## src/sv/fls_pkg.sv

```systemverilog
// ----------------------------------------------------------------------------
// Fibonacci LSB stego codec package
// Shared types, register indexes and the hidden-bit lookup table.
// ----------------------------------------------------------------------------
package fls_pkg;

	typedef logic [7:0] pixel_t;
	typedef logic [7:0] msg_byte_t;

	// Configuration register indexes
	typedef enum logic [0:0] {
		REG_MODE           = 1'b0,
		REG_MESSAGE_LENGTH = 1'b1
	} reg_index_t;

	localparam int CFG_DATA_W  = 32;
	localparam int ZECK_COUNT  = 12;
	localparam logic MODE_HIDE = 1'b0;

	localparam logic [7:0] ZECK_TERMS [ZECK_COUNT] =
		'{8'd1, 8'd2, 8'd3, 8'd5, 8'd8, 8'd13, 8'd21, 8'd34, 8'd55, 8'd89,
		  8'd144, 8'd233};

	// Greedy Zeckendorf decomposition: is the term 1 used?
	function automatic logic zeck_low_term(input int v);
		int   rest;
		logic skip;
		logic res;
		rest = v;
		skip = 1'b0;
		res  = 1'b0;
		for (int k = ZECK_COUNT - 1; k >= 0; k--) begin
			if (skip) begin
				skip = 1'b0;
			end else if (int'(ZECK_TERMS[k]) <= rest) begin
				rest = rest - int'(ZECK_TERMS[k]);
				if (k == 0) begin
					res = 1'b1;
				end
				skip = 1'b1;
			end
		end
		return res;
	endfunction

	function automatic logic [255:0] build_hidden_lut();
		logic [255:0] lut;
		lut = '0;
		for (int v = 0; v < 256; v++) begin
			lut[v] = zeck_low_term(v);
		end
		return lut;
	endfunction

	// Hidden bit of every pixel value, worked out at elaboration
	localparam logic [255:0] HIDDEN_LUT = build_hidden_lut();

endpackage

```

## src/sv/fibonacci_lsb_stego_codec.sv

```systemverilog
// ----------------------------------------------------------------------------
// Fibonacci LSB stego codec
// Hides a length header and message bytes in the Zeckendorf low term of
// pixels, or pulls them back out, one pixel per item.
// ----------------------------------------------------------------------------
//
// Channel  | Handshake                 | Payload
// ---------+---------------------------+------------------------------------
// input    | in_valid / in_stall       | pixel, message_byte
// result   | res_valid / res_stall     | pixel_out, byte_taken, out_byte,
//          |                           | out_valid, last_byte
// config   | cfg_write                 | cfg_index, cfg_data
//
// One item per cycle sustained while res_stall stays low; each item passes
// through the input register, then the result register, to its result.
// The codec state (header count, byte counter, bit position) updates in the
// cycle the item moves from the input register into the result register.
// Reset clears the handshake flags and the codec state; it takes effect at once.
// A stalled result holds the input register; in_stall rises only when both
// registers are full and res_stall is high.
// ----------------------------------------------------------------------------
module fibonacci_lsb_stego_codec #(
	parameter int HEADER_BITS = 32
) (
	input  logic                               clk,
	input  logic                               arst_n,
	// configuration
	input  logic                               cfg_write,
	input  fls_pkg::reg_index_t                cfg_index,
	input  logic [fls_pkg::CFG_DATA_W-1:0]     cfg_data,
	// input items
	input  logic                               in_valid,
	output logic                               in_stall,
	input  fls_pkg::pixel_t                    pixel,
	input  fls_pkg::msg_byte_t                 message_byte,
	// result items
	output logic                               res_valid,
	input  logic                               res_stall,
	output fls_pkg::pixel_t                    pixel_out,
	output logic                               byte_taken,
	output fls_pkg::msg_byte_t                 out_byte,
	output logic                               out_valid,
	output logic                               last_byte
);
	import fls_pkg::*;

	localparam int HCW = $clog2(HEADER_BITS + 1);
	localparam int HIW = $clog2(HEADER_BITS);

	// configuration registers
	logic                  mode_q;
	logic [CFG_DATA_W-1:0] message_length_q;

	// codec state
	logic [HCW-1:0]         header_count_q, header_count_d;
	logic [HEADER_BITS-1:0] header_shift_q, header_shift_d;
	logic [31:0]            bytes_left_q, bytes_left_d;
	logic [2:0]             bit_position_q, bit_position_d;
	logic [7:0]             byte_register_q, byte_register_d;
	logic                   byte_loaded_q, byte_loaded_d;

	// input register
	logic      valid_s1;
	pixel_t    pixel_s1;
	msg_byte_t message_byte_s1;

	// result register
	logic      res_valid_q;
	pixel_t    pixel_out_q;
	logic      byte_taken_q;
	msg_byte_t out_byte_q;
	logic      out_valid_q;
	logic      last_byte_q;

	// per-item results
	pixel_t    pixel_out_d;
	logic      byte_taken_d;
	msg_byte_t out_byte_d;
	logic      out_valid_d;
	logic      last_byte_d;

	logic       advance;
	logic       accept;
	logic       hidden;
	logic       embed_bit;
	pixel_t     embedded;
	logic [HIW-1:0]         hdr_idx;
	logic [HEADER_BITS-1:0] hdr_field;
	logic [HCW-1:0]         hc_inc;
	logic [7:0]             body_byte;
	logic [7:0]             shifted_byte;

	// The input register moves on whenever the result register is free or drained.
	assign advance  = !res_valid_q || !res_stall;
	assign in_stall = valid_s1 && !advance;
	assign accept   = in_valid && !in_stall;

	// ------------------------------------------------------------------
	// configuration writes
	// ------------------------------------------------------------------
	always_ff @(posedge clk or negedge arst_n) begin
		if (!arst_n) begin
			mode_q           <= MODE_HIDE;
			message_length_q <= '0;
		end else if (cfg_write) begin
			case (cfg_index)
				REG_MODE:           mode_q <= cfg_data[0];
				REG_MESSAGE_LENGTH: message_length_q <= cfg_data;
				default:            mode_q <= mode_q;
			endcase
		end
	end

	// ------------------------------------------------------------------
	// item datapath
	// ------------------------------------------------------------------
	assign hidden    = HIDDEN_LUT[pixel_s1];
	assign hdr_field = message_length_q[HEADER_BITS-1:0];
	// Header bits go out MSB first; only meaningful while the header runs.
	assign hdr_idx   = HIW'(HEADER_BITS - 1) - header_count_q[HIW-1:0];
	assign hc_inc    = header_count_q + HCW'(1);
	// Use the held byte, or latch the offered one on the first body bit.
	assign body_byte    = byte_loaded_q ? byte_register_q : message_byte_s1;
	assign shifted_byte = {byte_register_q[6:0], hidden};

	always_comb begin
		if (header_count_q < HCW'(HEADER_BITS)) begin
			embed_bit = hdr_field[hdr_idx];
		end else begin
			embed_bit = body_byte[3'd7 - bit_position_q];
		end
	end

	fls_nearest u_nearest (
		.pixel     (pixel_s1),
		.target    (embed_bit),
		.pixel_out (embedded)
	);

	always_comb begin
		header_count_d  = header_count_q;
		header_shift_d  = header_shift_q;
		bytes_left_d    = bytes_left_q;
		bit_position_d  = bit_position_q;
		byte_register_d = byte_register_q;
		byte_loaded_d   = byte_loaded_q;
		pixel_out_d     = pixel_s1;
		byte_taken_d    = 1'b0;
		out_byte_d      = '0;
		out_valid_d     = 1'b0;
		last_byte_d     = 1'b0;

		if (header_count_q < HCW'(HEADER_BITS)) begin
			// header phase
			if (mode_q == MODE_HIDE) begin
				pixel_out_d = embedded;
			end else begin
				header_shift_d = {header_shift_q[HEADER_BITS-2:0], hidden};
			end
			header_count_d = hc_inc;
			if (hc_inc == HCW'(HEADER_BITS)) begin
				// header complete: load the byte count and start a fresh byte
				bytes_left_d    = (mode_q == MODE_HIDE) ? 32'(hdr_field)
				                                        : 32'(header_shift_d);
				bit_position_d  = '0;
				byte_register_d = '0;
				byte_loaded_d   = 1'b0;
			end
		end else if (bytes_left_q != '0) begin
			if (mode_q == MODE_HIDE) begin
				pixel_out_d     = embedded;
				byte_taken_d    = !byte_loaded_q;
				byte_register_d = body_byte;
				byte_loaded_d   = 1'b1;
				if (bit_position_q == 3'd7) begin
					bit_position_d = '0;
					byte_loaded_d  = 1'b0;
					bytes_left_d   = bytes_left_q - 32'd1;
				end else begin
					bit_position_d = bit_position_q + 3'd1;
				end
			end else begin
				byte_register_d = shifted_byte;
				if (bit_position_q == 3'd7) begin
					out_byte_d      = shifted_byte;
					out_valid_d     = 1'b1;
					last_byte_d     = (bytes_left_q == 32'd1);
					byte_register_d = '0;
					bit_position_d  = '0;
					bytes_left_d    = bytes_left_q - 32'd1;
				end else begin
					bit_position_d = bit_position_q + 3'd1;
				end
			end
		end
		// message done: pass through, all flags low
	end

	// ------------------------------------------------------------------
	// input register: load when empty, even while the result is stalled
	// ------------------------------------------------------------------
	always_ff @(posedge clk or negedge arst_n) begin
		if (!arst_n) begin
			valid_s1 <= 1'b0;
		end else if (advance || !valid_s1) begin
			valid_s1 <= accept;
		end
	end

	always_ff @(posedge clk) begin
		if (accept) begin
			pixel_s1        <= pixel;
			message_byte_s1 <= message_byte;
		end
	end

	// ------------------------------------------------------------------
	// codec state: advance once per item leaving the input register
	// ------------------------------------------------------------------
	always_ff @(posedge clk or negedge arst_n) begin
		if (!arst_n) begin
			header_count_q  <= '0;
			header_shift_q  <= '0;
			bytes_left_q    <= '0;
			bit_position_q  <= '0;
			byte_register_q <= '0;
			byte_loaded_q   <= 1'b0;
		end else if (valid_s1 && advance) begin
			header_count_q  <= header_count_d;
			header_shift_q  <= header_shift_d;
			bytes_left_q    <= bytes_left_d;
			bit_position_q  <= bit_position_d;
			byte_register_q <= byte_register_d;
			byte_loaded_q   <= byte_loaded_d;
		end
	end

	// ------------------------------------------------------------------
	// result register
	// ------------------------------------------------------------------
	always_ff @(posedge clk or negedge arst_n) begin
		if (!arst_n) begin
			res_valid_q <= 1'b0;
		end else if (advance) begin
			res_valid_q <= valid_s1;
		end
	end

	always_ff @(posedge clk) begin
		if (valid_s1 && advance) begin
			pixel_out_q  <= pixel_out_d;
			byte_taken_q <= byte_taken_d;
			out_byte_q   <= out_byte_d;
			out_valid_q  <= out_valid_d;
			last_byte_q  <= last_byte_d;
		end
	end

	assign res_valid  = res_valid_q;
	assign pixel_out  = pixel_out_q;
	assign byte_taken = byte_taken_q;
	assign out_byte   = out_byte_q;
	assign out_valid  = out_valid_q;
	assign last_byte  = last_byte_q;

endmodule

```

## src/sv/fls_nearest.sv

```systemverilog
// ----------------------------------------------------------------------------
// Nearest pixel with a given hidden bit
// Searches p, p+1, p-1, p+2, p-2 in that order and returns the first hit.
// ----------------------------------------------------------------------------
module fls_nearest (
	input  fls_pkg::pixel_t pixel,
	input  logic            target,
	output fls_pkg::pixel_t pixel_out
);
	import fls_pkg::*;

	logic ok_p0, ok_p1, ok_m1, ok_p2, ok_m2;

	assign ok_p0 = (HIDDEN_LUT[pixel] == target);
	assign ok_p1 = (pixel <= 8'd254) && (HIDDEN_LUT[pixel + 8'd1] == target);
	assign ok_m1 = (pixel >= 8'd1) && (HIDDEN_LUT[pixel - 8'd1] == target);
	assign ok_p2 = (pixel <= 8'd253) && (HIDDEN_LUT[pixel + 8'd2] == target);
	assign ok_m2 = (pixel >= 8'd2) && (HIDDEN_LUT[pixel - 8'd2] == target);

	always_comb begin
		if (ok_p0) begin
			pixel_out = pixel;
		end else if (ok_p1) begin
			pixel_out = pixel + 8'd1;
		end else if (ok_m1) begin
			pixel_out = pixel - 8'd1;
		end else if (ok_p2) begin
			pixel_out = pixel + 8'd2;
		end else if (ok_m2) begin
			pixel_out = pixel - 8'd2;
		end else begin
			pixel_out = pixel;
		end
	end

endmodule

```

## config.mk

```make
export PLATFORM = sky130hd
export DESIGN_NAME = fibonacci_lsb_stego_codec
export DESIGN_NICKNAME = d
export VERILOG_FILES = /design/src/sv/fls_pkg.sv /design/src/sv/fibonacci_lsb_stego_codec.sv /design/src/sv/fls_nearest.sv
export SDC_FILE = /design/constraint.sdc
export NUM_CORES = 1
export LEC_CHECK = 0
export BUFFER_PORTS_ARGS = -buffer_cell sky130_fd_sc_hd__buf_4
export CAP_MARGIN = 30
export CORE_ASPECT_RATIO = 1.4
export CORE_MARGIN = 10
export CORE_UTILIZATION = 25
export DETAILED_ROUTE_END_ITERATION = 6
export GPL_TIMING_DRIVEN = 0
export REMOVE_ABC_BUFFERS = 1
export SLEW_MARGIN = 20
export SYNTH_ARGS = -nofsm -noshare
export SYNTH_HDL_FRONTEND = slang
export SYNTH_HIERARCHICAL = 1
export SYNTH_SLANG_ARGS = --single-unit
```

## constraint.sdc

```tcl
create_clock -name clk -period 4.27 [get_ports clk]
set_input_delay 1.0675 -clock clk [delete_from_list [all_inputs] [get_ports clk]]
set_output_delay 1.0675 -clock clk [all_outputs]
set_load 0.05 [all_outputs]
```

* After elaboration in Yosys (flattened, before gate mapping) *
Memories as Yosys holds them, arrays and structs flattened. A register that Yosys moved wholly into a read port is not among the register bits.
Cells that the tools add are included.

operators by class
  add/subtract/negate cells = 9
  magnitude comparators = 12
  eq/ne operators = 10
  multiplexer cells = 41
  bitwise gates (word level) = 4
  reductions and logical operators = 27

operator list
  kind                     number
  $mux W32                 6
  $mux W8                  15
  $lt A8 B9 Y1 const B     5
  $eq A32 B1 Y1 const B    1
  $reduce_bool A32 Y1      1
  $sub A32 B1 Y32 const B  1
  $le A8 B8 Y1 const B     2
  $mux W1                  14
  $mux W3                  4
  $add A8 B1 Y8 const B    1
  $add A8 B2 Y8 const B    1
  $ge A8 B1 Y1 const B     1
  $ge A8 B2 Y1 const B     1
  $reduce_and A4 Y1        2
  $sub A8 B1 Y8 const B    1
  $sub A8 B2 Y8 const B    1
  $logic_and A1 B1 Y1      7
  $add A6 B1 Y6 const B    1
  $eq A6 B6 Y1 const B     1
  $logic_not A1 Y1         6
  $lt A5 B6 Y1 const B     1
  $lt A6 B6 Y1 const B     1
  $reduce_and A2 Y1        3
  $reduce_or A3 Y1         2
  14 further kinds         24

storage, ports and cells
  register bits = 152
  ROM bits = 1280
  bits of input ports = 54
  output and inout port bits = 21
  logic and storage cells = 125
  memories kept = 5

memory list
  memory            words  bits a word  rd ports  clocked after Yosys merged registers in  write ports  line               source
  (name not given)  256    1            1         0                                        0            fls_nearest.sv:17  assign ok_p2 = (pixel <= 8'd253) && (HIDDEN_LUT[pixel + 8'd2] == target);
  (name not given)  256    1            1         0                                        0            fls_nearest.sv:18  assign ok_m2 = (pixel >= 8'd2) && (HIDDEN_LUT[pixel - 8'd2] == target);
  (name not given)  256    1            1         1                                        0            fls_nearest.sv:14  assign ok_p0 = (HIDDEN_LUT[pixel] == target);
  (name not given)  256    1            1         0                                        0            fls_nearest.sv:15  assign ok_p1 = (pixel <= 8'd254) && (HIDDEN_LUT[pixel + 8'd1] == target);
  (name not given)  256    1            1         0                                        0            fls_nearest.sv:16  assign ok_m1 = (pixel >= 8'd1) && (HIDDEN_LUT[pixel - 8'd1] == target);

* Depth between registers and ports, before layout *
Gate-level depths: netlist of the first run.

  depth after elaboration = 14
  mapped depth = 19
  mapped depth without buffers = 15

* By module *
Netlist of the first run, hierarchy kept.

modules (own cells, without submodules)
  module                     times used  cells an instance  area each (µm²)  sequential area each (µm²)
  fibonacci_lsb_stego_codec  1           745                8325.5           3973.8
  fls_nearest                1           511                3584.7           0.0

* Least setup slack after synthesis of the first run *
Ideal clock, no wire load.

  path type = flip-flop to flip-flop
  start point = reg pixel_s1[0]
  end point = reg pixel_out_q[7], in the netlist pixel_out[7] (data pin)
  library setup time = 0.260 ns
  arrival time = 3.865 ns
  data required time = 4.010 ns
  slack = 0.145 ns
  stages on the path, launching flop included = 17
  path buffers = 4
  period minus slack after synthesis = 4.125 ns
  cell sequence = edfxtp_1 clkinv_1 clkbuf_1 ha_1 buf_2 clkbuf_1 buf_1 o21ai_0 mux2_2 o21ai_0 a21oi_1 a21oi_1 xnor2_1 nor2b_1 o211a_1 a211oi_1 mux2_2

on the way
  longest elaborated chain between the ends = 13
  elaborated cells between the ends (all ways) = 32
  those cells by class = add/sub (4); order compare (4); eq/ne (4); mux (12); reduce/logical (4); memory (4)

ends and longest elaborated chain
  what                           line                                                                source
  from (decl)                    fibonacci_lsb_stego_codec.sv:64                                     pixel_t pixel_s1;
  from (signal assigned)         fibonacci_lsb_stego_codec.sv:212                                    pixel_s1 <= pixel;
  $sub A8 B2 Y8                  fls_nearest.sv:18, fls_nearest.sv:30
  $mem_v2 Z256 W1                --
  $mux W1 (implied by the code)  fls_nearest.sv:18
  $eq A1 B1 Y1                   fls_nearest.sv:18
  $logic_and A1 B1 Y1            fls_nearest.sv:18
  $mux W8                        fls_nearest.sv:29                                                   end else if (ok_m2) begin
  $mux W8                        fls_nearest.sv:27                                                   end else if (ok_p2) begin
  $mux W8                        fls_nearest.sv:25                                                   end else if (ok_m1) begin
  $mux W8 (*)                    fls_nearest.sv:23                                                   end else if (ok_p1) begin
  $mux W8 (*)                    fls_nearest.sv:21                                                   if (ok_p0) begin
  named net embedded[7]          fibonacci_lsb_stego_codec.sv:86                                     pixel_t embedded;
  $mux W8 (*)                    fibonacci_lsb_stego_codec.sv:155, fibonacci_lsb_stego_codec.sv:170
  $mux W8                        fibonacci_lsb_stego_codec.sv:169                                    end else if (bytes_left_q != '0) begin
  $mux W8 (*)                    fibonacci_lsb_stego_codec.sv:153                                    if (header_count_q < HCW'(HEADER_BITS)) begin
  named net pixel_out_d[7]       fibonacci_lsb_stego_codec.sv:76                                     pixel_t pixel_out_d;
  to (signal assigned)           fibonacci_lsb_stego_codec.sv:251                                    pixel_out_q <= pixel_out_d;
  to (decl)                      fibonacci_lsb_stego_codec.sv:69                                     pixel_t pixel_out_q;

Mark *: on every way through the listed nets, which the timed path passes. The rest lies on a longest branch. The select of a mux whose other input is x is not followed.
A chain may end at the register's enable or synchronous reset.

* Worst setup path after layout of the first run *
  start point = reg pixel_s1[2]
  end point = reg pixel_out_q[5], in the netlist pixel_out[5] (data pin)

The elaborated chain is that of the path after synthesis.

==> results.txt, run 1 <==
Maximum vdd ir drop -> 0.282 mV
Synthesized area per cell -> 9.48 um^2
Slowest CP cell -> edfxtp_1
Number of synthesized register bits -> 152
Worst Skew -> 0.0122 ns
Hold Crit Depth -> 1
DP HPWL -> 26,800 um
Die height -> 278 um
DR iter-0 viols -> 701
DRT Wirelength -> 37,600 um
Total Routing Usage GR -> 12.7%
Routed via count -> 10,630
Fmax -> 241 MHz
Mapped Area -> 11,900 um^2
Setup ws final -> 0.119 ns
Fin crit share -> 97.2%
Worst-Margin Slew -> 0.844 ns
Nets -> 1,398
Crit path launch type -> register
Avg WL per Cell -> 19.2 um
CP max FO -> 16
Global-route wire length before repair -> 58,200 um
Sink Count -> 152
Initial core utilization -> 25.3%
DP Area -> 13,200 um^2
Die Wd -> 204 um
CORE AREA -> 47,000 um^2
CTS tree -> yes
Share of cells above drive strength 1 -> 29.7%
Clock Tree Buf Depth -> 2
Worst path depth -> 16
Hold/Removal Path Class -> register to register
Row cnt -> 94
Crit path max-delay family -> multiplexers
Most frequent cells in the layout -> 122 x buf_4, 112 x dfrtp_1, 84 x mux2_2, 78 x a21oi_1, 77 x nand2_1
Mapped Cells -> 1,256
Number of distinct library cells after synthesis -> 109
Primary FF master, synth -> dfrtp_1
Pleak -> 5.71 nW
Commonest non-fill, non-tap cell in the layout -> buf_4
Post-synthesis sequential area ratio -> 33.4%
Power per Cell Area -> 409 nW/um^2
Dpl ws -> -1.26 ns
Critical Path RT -> 4.47 ns
Clk Latency, worst-skew pair -> 0.46 ns
RR Startpoint -> pixel_s1[2]
Worst path arrival time -> 4.35 ns
Detail Route Antenna Nets -> 0
Buffers on Ports -> 74
Hold_buf cts -> 0
Clock transition at path regs -> 0.07 ns
Initial antenna violation count -> 0
FFs w/ async S/R, synth -> 76.3%
Via density -> 5.41
Final Hold Viols -> 0
Antenna Cells -> 0
Worst Hold Launch -> byte_register_q[7]
Fin Hold WS -> 0.504 ns
EDFF count, synth -> 35
Outcome -> complete, no violations
Final setup vio count -> 0
Storage element area -> 3980 um^2
Largest net degree at the start of global routing -> 69
DR DRC count -> 0
I/O pin total -> 75
Vias in the first global route -> 10,202
Drt pass-1 iters -> 7
Crit path launch -> pixel_s1[2]
Most frequent CP cell -> mux2_4
CTS HTree Levels -> 4
Cells on worst reg2reg path -> 16
WHS Endpoint -> byte_register_q[7]
Buf/Inv on CP -> 4
Final Critical Period -> 4.15 ns
GRT overflow -> 0
Num CTS Buffers -> 17
Max-Cap Viols -> 0
Worst Setup End Kind -> register
Die area -> 56,900 um^2
Crit path cell chain -> buf_6 > buf_12 > buf_16 > a21bo_2 > a41oi_2 > buf_4 > mux2i_2 > mux2_4 > o22ai_2 > nor4_4 > mux2i_4 > mux2_1 > mux2i_1 > xnor2_1 > a221oi_2 > mux2_4
Max_slew headroom -> 42.3%
Routability congestion estimate -> 0.881
Critical path's largest stage delay -> 0.48 ns
Final Slew Violations -> 0
Crit Path Category -> register to register
Multi-input gate area -> 7670 um^2
Reg2Reg Setup Slack -> 0.12 ns
CTS Root Buffer Type -> clkbuf_16
Worst R2R End -> pixel_out[5]
Area grow syn2layout -> 22.8%
Filler cell count -> 4,834
Yosys Warn Count -> 6
Final instance area -> 14,600 um^2
-- registers in the layout (all words and copies together), names as in the netlist, named ones only --
signal,cells
pixel_out,8
byte_taken,1
header_shift_q,30
mode_q,1
pixel_s1,8
bytes_left_q,32
byte_loaded_q,1
out_valid,1
last_byte,1
bit_position_q,3
hidden,1
byte_register_q,8
res_valid,1
header_count_q,6
hdr_field,32
valid_s1,1
message_byte_s1,8
out_byte,8
-- Yosys cell counts (all sizes together), types with 8 or more instances --
| cell | instances | area share (%) |
|---|---|---|
| a21oi | 89 | 4.1 |
| xor2 | 8 | 0.65 |
| a22oi | 9 | 0.57 |
| and3 | 12 | 0.63 |
| xnor2 | 32 | 2.7 |
| o211ai | 19 | 1.2 |
| or4 | 10 | 0.69 |
| nor4 | 22 | 1.4 |
| nand4 | 17 | 0.89 |
| nand2b | 19 | 1.0 |
| nor2b | 21 | 1.1 |
| nand3 | 32 | 1.5 |
| clkbuf | 51 | 1.6 |
| nand2 | 82 | 2.6 |
| a32oi | 8 | 0.59 |
| mux2 | 87 | 8.3 |
| and2 | 18 | 0.95 |
| o22ai | 16 | 0.84 |
| a211oi | 29 | 2.0 |
| nor3b | 18 | 1.3 |
| inv | 25 | 0.79 |
| mux4 | 17 | 3.2 |
| a221oi | 8 | 0.75 |
| edfxtp | 35 | 8.8 |
| mux2i | 41 | 3.5 |
| ha | 17 | 1.8 |
| nor2 | 73 | 2.3 |
| a21o | 8 | 0.50 |
| or3 | 14 | 0.82 |
| nor3 | 32 | 1.5 |
| o2bb2ai | 10 | 0.74 |
| buf | 50 | 2.6 |
| a31oi | 13 | 0.68 |
| dfrtp | 116 | 24 |
| o21ai | 65 | 2.7 |
-- worst max-delay path by stage --
stage / endpoint
after floorplan: pixel_out[5]
after global placement: pixel_out[7]
after detailed placement: pixel_out[7]
after CTS: pixel_out[5]
after global routing: pixel_out[5]
final: pixel_out[5]
-- cell type report --
type                            count  area share, %
Inverter                           31          0.958
Tap cell                          624           5.34
Multi-Input combinational cell    972           52.4
Timing Repair Buffer              153           10.1
Clock inverter                     14          0.898
Sequential cell                   152           27.2
Clock buffer                       18           3.00
-- layer usage --
| layer | vias to the layer above | global-route usage, % | wire (um) |
|---|---|---|---|
| met5 | - | 0 | 0 |
| met4 | 0 | 5.40 | 1280 |
| met1 | 5243 | 14.6 | 14900 |
| met2 | 369 | 22.6 | 19500 |
| li1 | 4944 | - | - |
| met3 | 74 | 2.34 | 1950 |
-- repair_timing --
action                                  4_1_cts  5_1_grt
pin swaps                                     3       14
setup buffers                                20       32
gates resized for setup                      33       42
endpoints found under the setup margin        8        7
-- cells by family (layout without fill, tap and decap cells) --
group / after synthesis / count (layout) / synth area share [%]
simple gates: 399 / 399 / 18.8
compound gates: 370 / 370 / 22.3
flops: 152 / 152 / 33.4
mux: 145 / 145 / 14.9
buf+inv: 132 / 216 / 5.23
xor+xnor: 41 / 41 / 3.57
fa+ha+maj: 17 / 17 / 1.79
-- power breakdown --
part,switching [mW],total (mW),internal (mW)
logic,1.42,2.57,1.15
clock network,0.711,1.49,0.782
registers,0.231,1.93,1.70
-- through the flow --
stage / util [%] / total power, mW / std cells / setup TNS (ns)
floorplan: - / 3.53 / 1155 / -10.19
global placement: 27.1 / 4.12 / 1853 / -39.08
detailed placement: 28.1 / 4.23 / 1878 / -8.67
CTS: 30.1 / 5.89 / 1930 / 0
global route: 31.1 / 6.32 / 1964 / -0.0187
finish: 31.1 / 5.99 / 1964 / 0
Power figures use the tool's default switching activity.
==> run 2: changes to the inputs <==
--- a/config.mk
+++ b/config.mk
@@ -8,11 +8,11 @@
 export BUFFER_PORTS_ARGS = -buffer_cell sky130_fd_sc_hd__buf_4
 export CAP_MARGIN = 30
 export CORE_ASPECT_RATIO = 1.4
-export CORE_MARGIN = 10
 export CORE_UTILIZATION = 25
 export DETAILED_ROUTE_END_ITERATION = 6
 export GPL_TIMING_DRIVEN = 0
 export REMOVE_ABC_BUFFERS = 1
+export SETUP_SLACK_MARGIN = 0.5
 export SLEW_MARGIN = 20
 export SYNTH_ARGS = -nofsm -noshare
 export SYNTH_HDL_FRONTEND = slang
==> results.txt, run 2 (same netlist as run 1, synthesis figures left out) <==
Outcome -> complete, no violations
Share of cells above drive strength 1 -> 34.1%
Critical path's largest stage delay -> 0.42 ns
CTS Root Buffer Type -> clkbuf_16
Critical Path RT -> 4.46 ns
Clock network power share -> 24.7%
Initial antenna violation count -> 0
Clk Latency, worst-skew pair -> 0.45 ns
Avg WL per Cell -> 18.9 um
Routability congestion estimate -> 0.906
Commonest non-fill, non-tap cell in the layout -> buf_4
Die area -> 48,500 um^2
M1 WL -> 15,000 um
Slowest CP cell -> edfxtp_1
Nets -> 1,439
Reg power frac -> 30.3%
Vias in the first global route -> 10,580
Maximum vdd ir drop -> 0.278 mV
Pint -> 3.88 mW
CTS HTree Levels -> 4
Met2 wire length -> 19,400 um
Total Routing Usage GR -> 15.4%
Num CTS Buffers -> 17
Area grow syn2layout -> 28.6%
CP max FO -> 12
DR DRC count -> 0
Hold/Removal Path Class -> register to register
DRT Wirelength -> 37,800 um
Crit Path Category -> register to register
Routed via count -> 10,883
DP HPWL -> 25,700 um
Power share of the combinational group -> 45.1%
Top Layer Used -> met4
Switch Pwr -> 2.44 mW
Pleak -> 6.05 nW
Detail Route Antenna Nets -> 0
Unrepaired setup endpoints after global routing -> yes
Crit path cell chain -> buf_12 > clkinvlp_4 > buf_4 > ha_4 > clkinvlp_4 > nor2_2 > nor4_4 > nor4_2 > a22oi_2 > a211oi_4 > nand3b_1 > mux2_4 > mux2i_1 > xnor2_1 > a221oi_2 > mux2_4
Fin crit share -> 95.3%
Max-Cap Viols -> 0
Net Sw Frac -> 38.6%
Worst Setup End Kind -> register
Max_slew headroom -> 30.5%
Die Wd -> 186 um
Clock Tree Buf Depth -> 2
Power per Cell Area -> 413 nW/um^2
Final Critical Period -> 4.07 ns
Power Total -> 6.32 mW
DR iter-0 viols -> 835
Buffers on Ports -> 74
GRT overflow -> 0
Via density -> 5.43
Worst path arrival time -> 4.26 ns
Row cnt -> 94
Worst-Margin Slew -> 1.02 ns
Crit path launch type -> register
WL met3 -> 1770 um
Final Slew Violations -> 0
Initial core utilization -> 25.3%
Drt pass-1 iters -> 6
I/O pin total -> 75
Fmax -> 246 MHz
Global-route wire length before repair -> 59,200 um
CORE AREA -> 47,000 um^2
Clock transition at path regs -> 0.07 ns
Final setup vio count -> 0
Die height -> 260 um
Antenna Cells -> 0
Final Util -> 32.6%
Crit path launch -> pixel_s1[1]
RR Startpoint -> pixel_s1[1]
Final Hold Viols -> 0
Worst Hold Launch -> byte_register_q[7]
Worst Skew -> 0.0123 ns
Sink Count -> 152
Largest net degree at the start of global routing -> 74
Fin Hold WS -> 0.498 ns
CTS tree -> yes
Most frequent cells in the layout -> 150 x buf_4, 111 x dfrtp_1, 82 x mux2_2, 78 x a21oi_1, 77 x nand2_1
[run 2: repair_timing]
action | CTS | global route
resized for setup | 80 | 64
setup buffers | 60 | 32
cloned | 2 | 1
hold buffers | 0 | 0
pin swaps | 16 | 31
endpoints found under the setup margin | 8 | 8
[run 2: through the flow]
stage          area (um^2)  cells  setup slack, ns  TNS [ns]
6_report             15300   2005            0.202         0
3_5_place_dp         13200   1876            -1.45     -9.45
4_1_cts              14800   1970            0.219         0
3_3_place_gp         12700   1853            -3.65    -36.36
5_1_grt              15300   2005           0.0289         0
2_1_floorplan        11400   1155            -1.44    -10.19
[run 2: metal layers]
| layer | track usage [%] | vias to the layer above |
|---|---|---|
| met5 | 0 | - |
| met3 | 2.56 | 108 |
| met1 | 17.8 | 5363 |
| met2 | 27.4 | 384 |
| met4 | 7.47 | 0 |
| li1 | - | 5028 |
[run 2: worst paths after layout]
kind	depth (start not counted)	endpoint	slack (ns)
max	16	pixel_out[5]	0.20
min reg2reg	1	byte_register_q[7]	0.50
max in group asynchronous	2	header_count_q[0]	2.94
min	1	byte_register_q[7]	0.50
max reg2reg	16	pixel_out[5]	0.20
min in group asynchronous	1	byte_register_q[4]	0.54
[run 2: power groups by stage]
stage,registers [mW],logic (mW),clock network [mW]
after floorplan,2.04,1.49,0
after global placement,2.01,2.11,0
after detailed placement,1.95,2.25,0
after CTS,1.91,2.61,1.59
after global routing,1.95,3.07,1.65
final,1.91,2.85,1.56
[run 2: area by class of cell]
cell class | count | area (um^2)
Sequential cell | 152 | 3980
Clock buffer | 20 | 468
Tap cell | 624 | 781
Timing Repair Buffer | 193 | 1840
Fill cell | 4754 | 31700
Multi-Input combinational cell | 973 | 7950
Clock inverter | 12 | 135
Inverter | 31 | 160
[run 2: worst max-delay path: cells and delay by family, from the launching register on]
| kind | cells | cell delay (ns) |
|---|---|---|
| AO/OA/AOI/OAI | 3 | 0.60 |
| flip-flops | 1 | 0.42 |
| AND/OR/NAND/NOR | 4 | 0.82 |
| XOR/XNOR | 1 | 0.17 |
| multiplexers | 3 | 0.74 |
| adder cells (fa/ha/maj) | 1 | 0.33 |
| buffers and inverters | 4 | 0.71 |
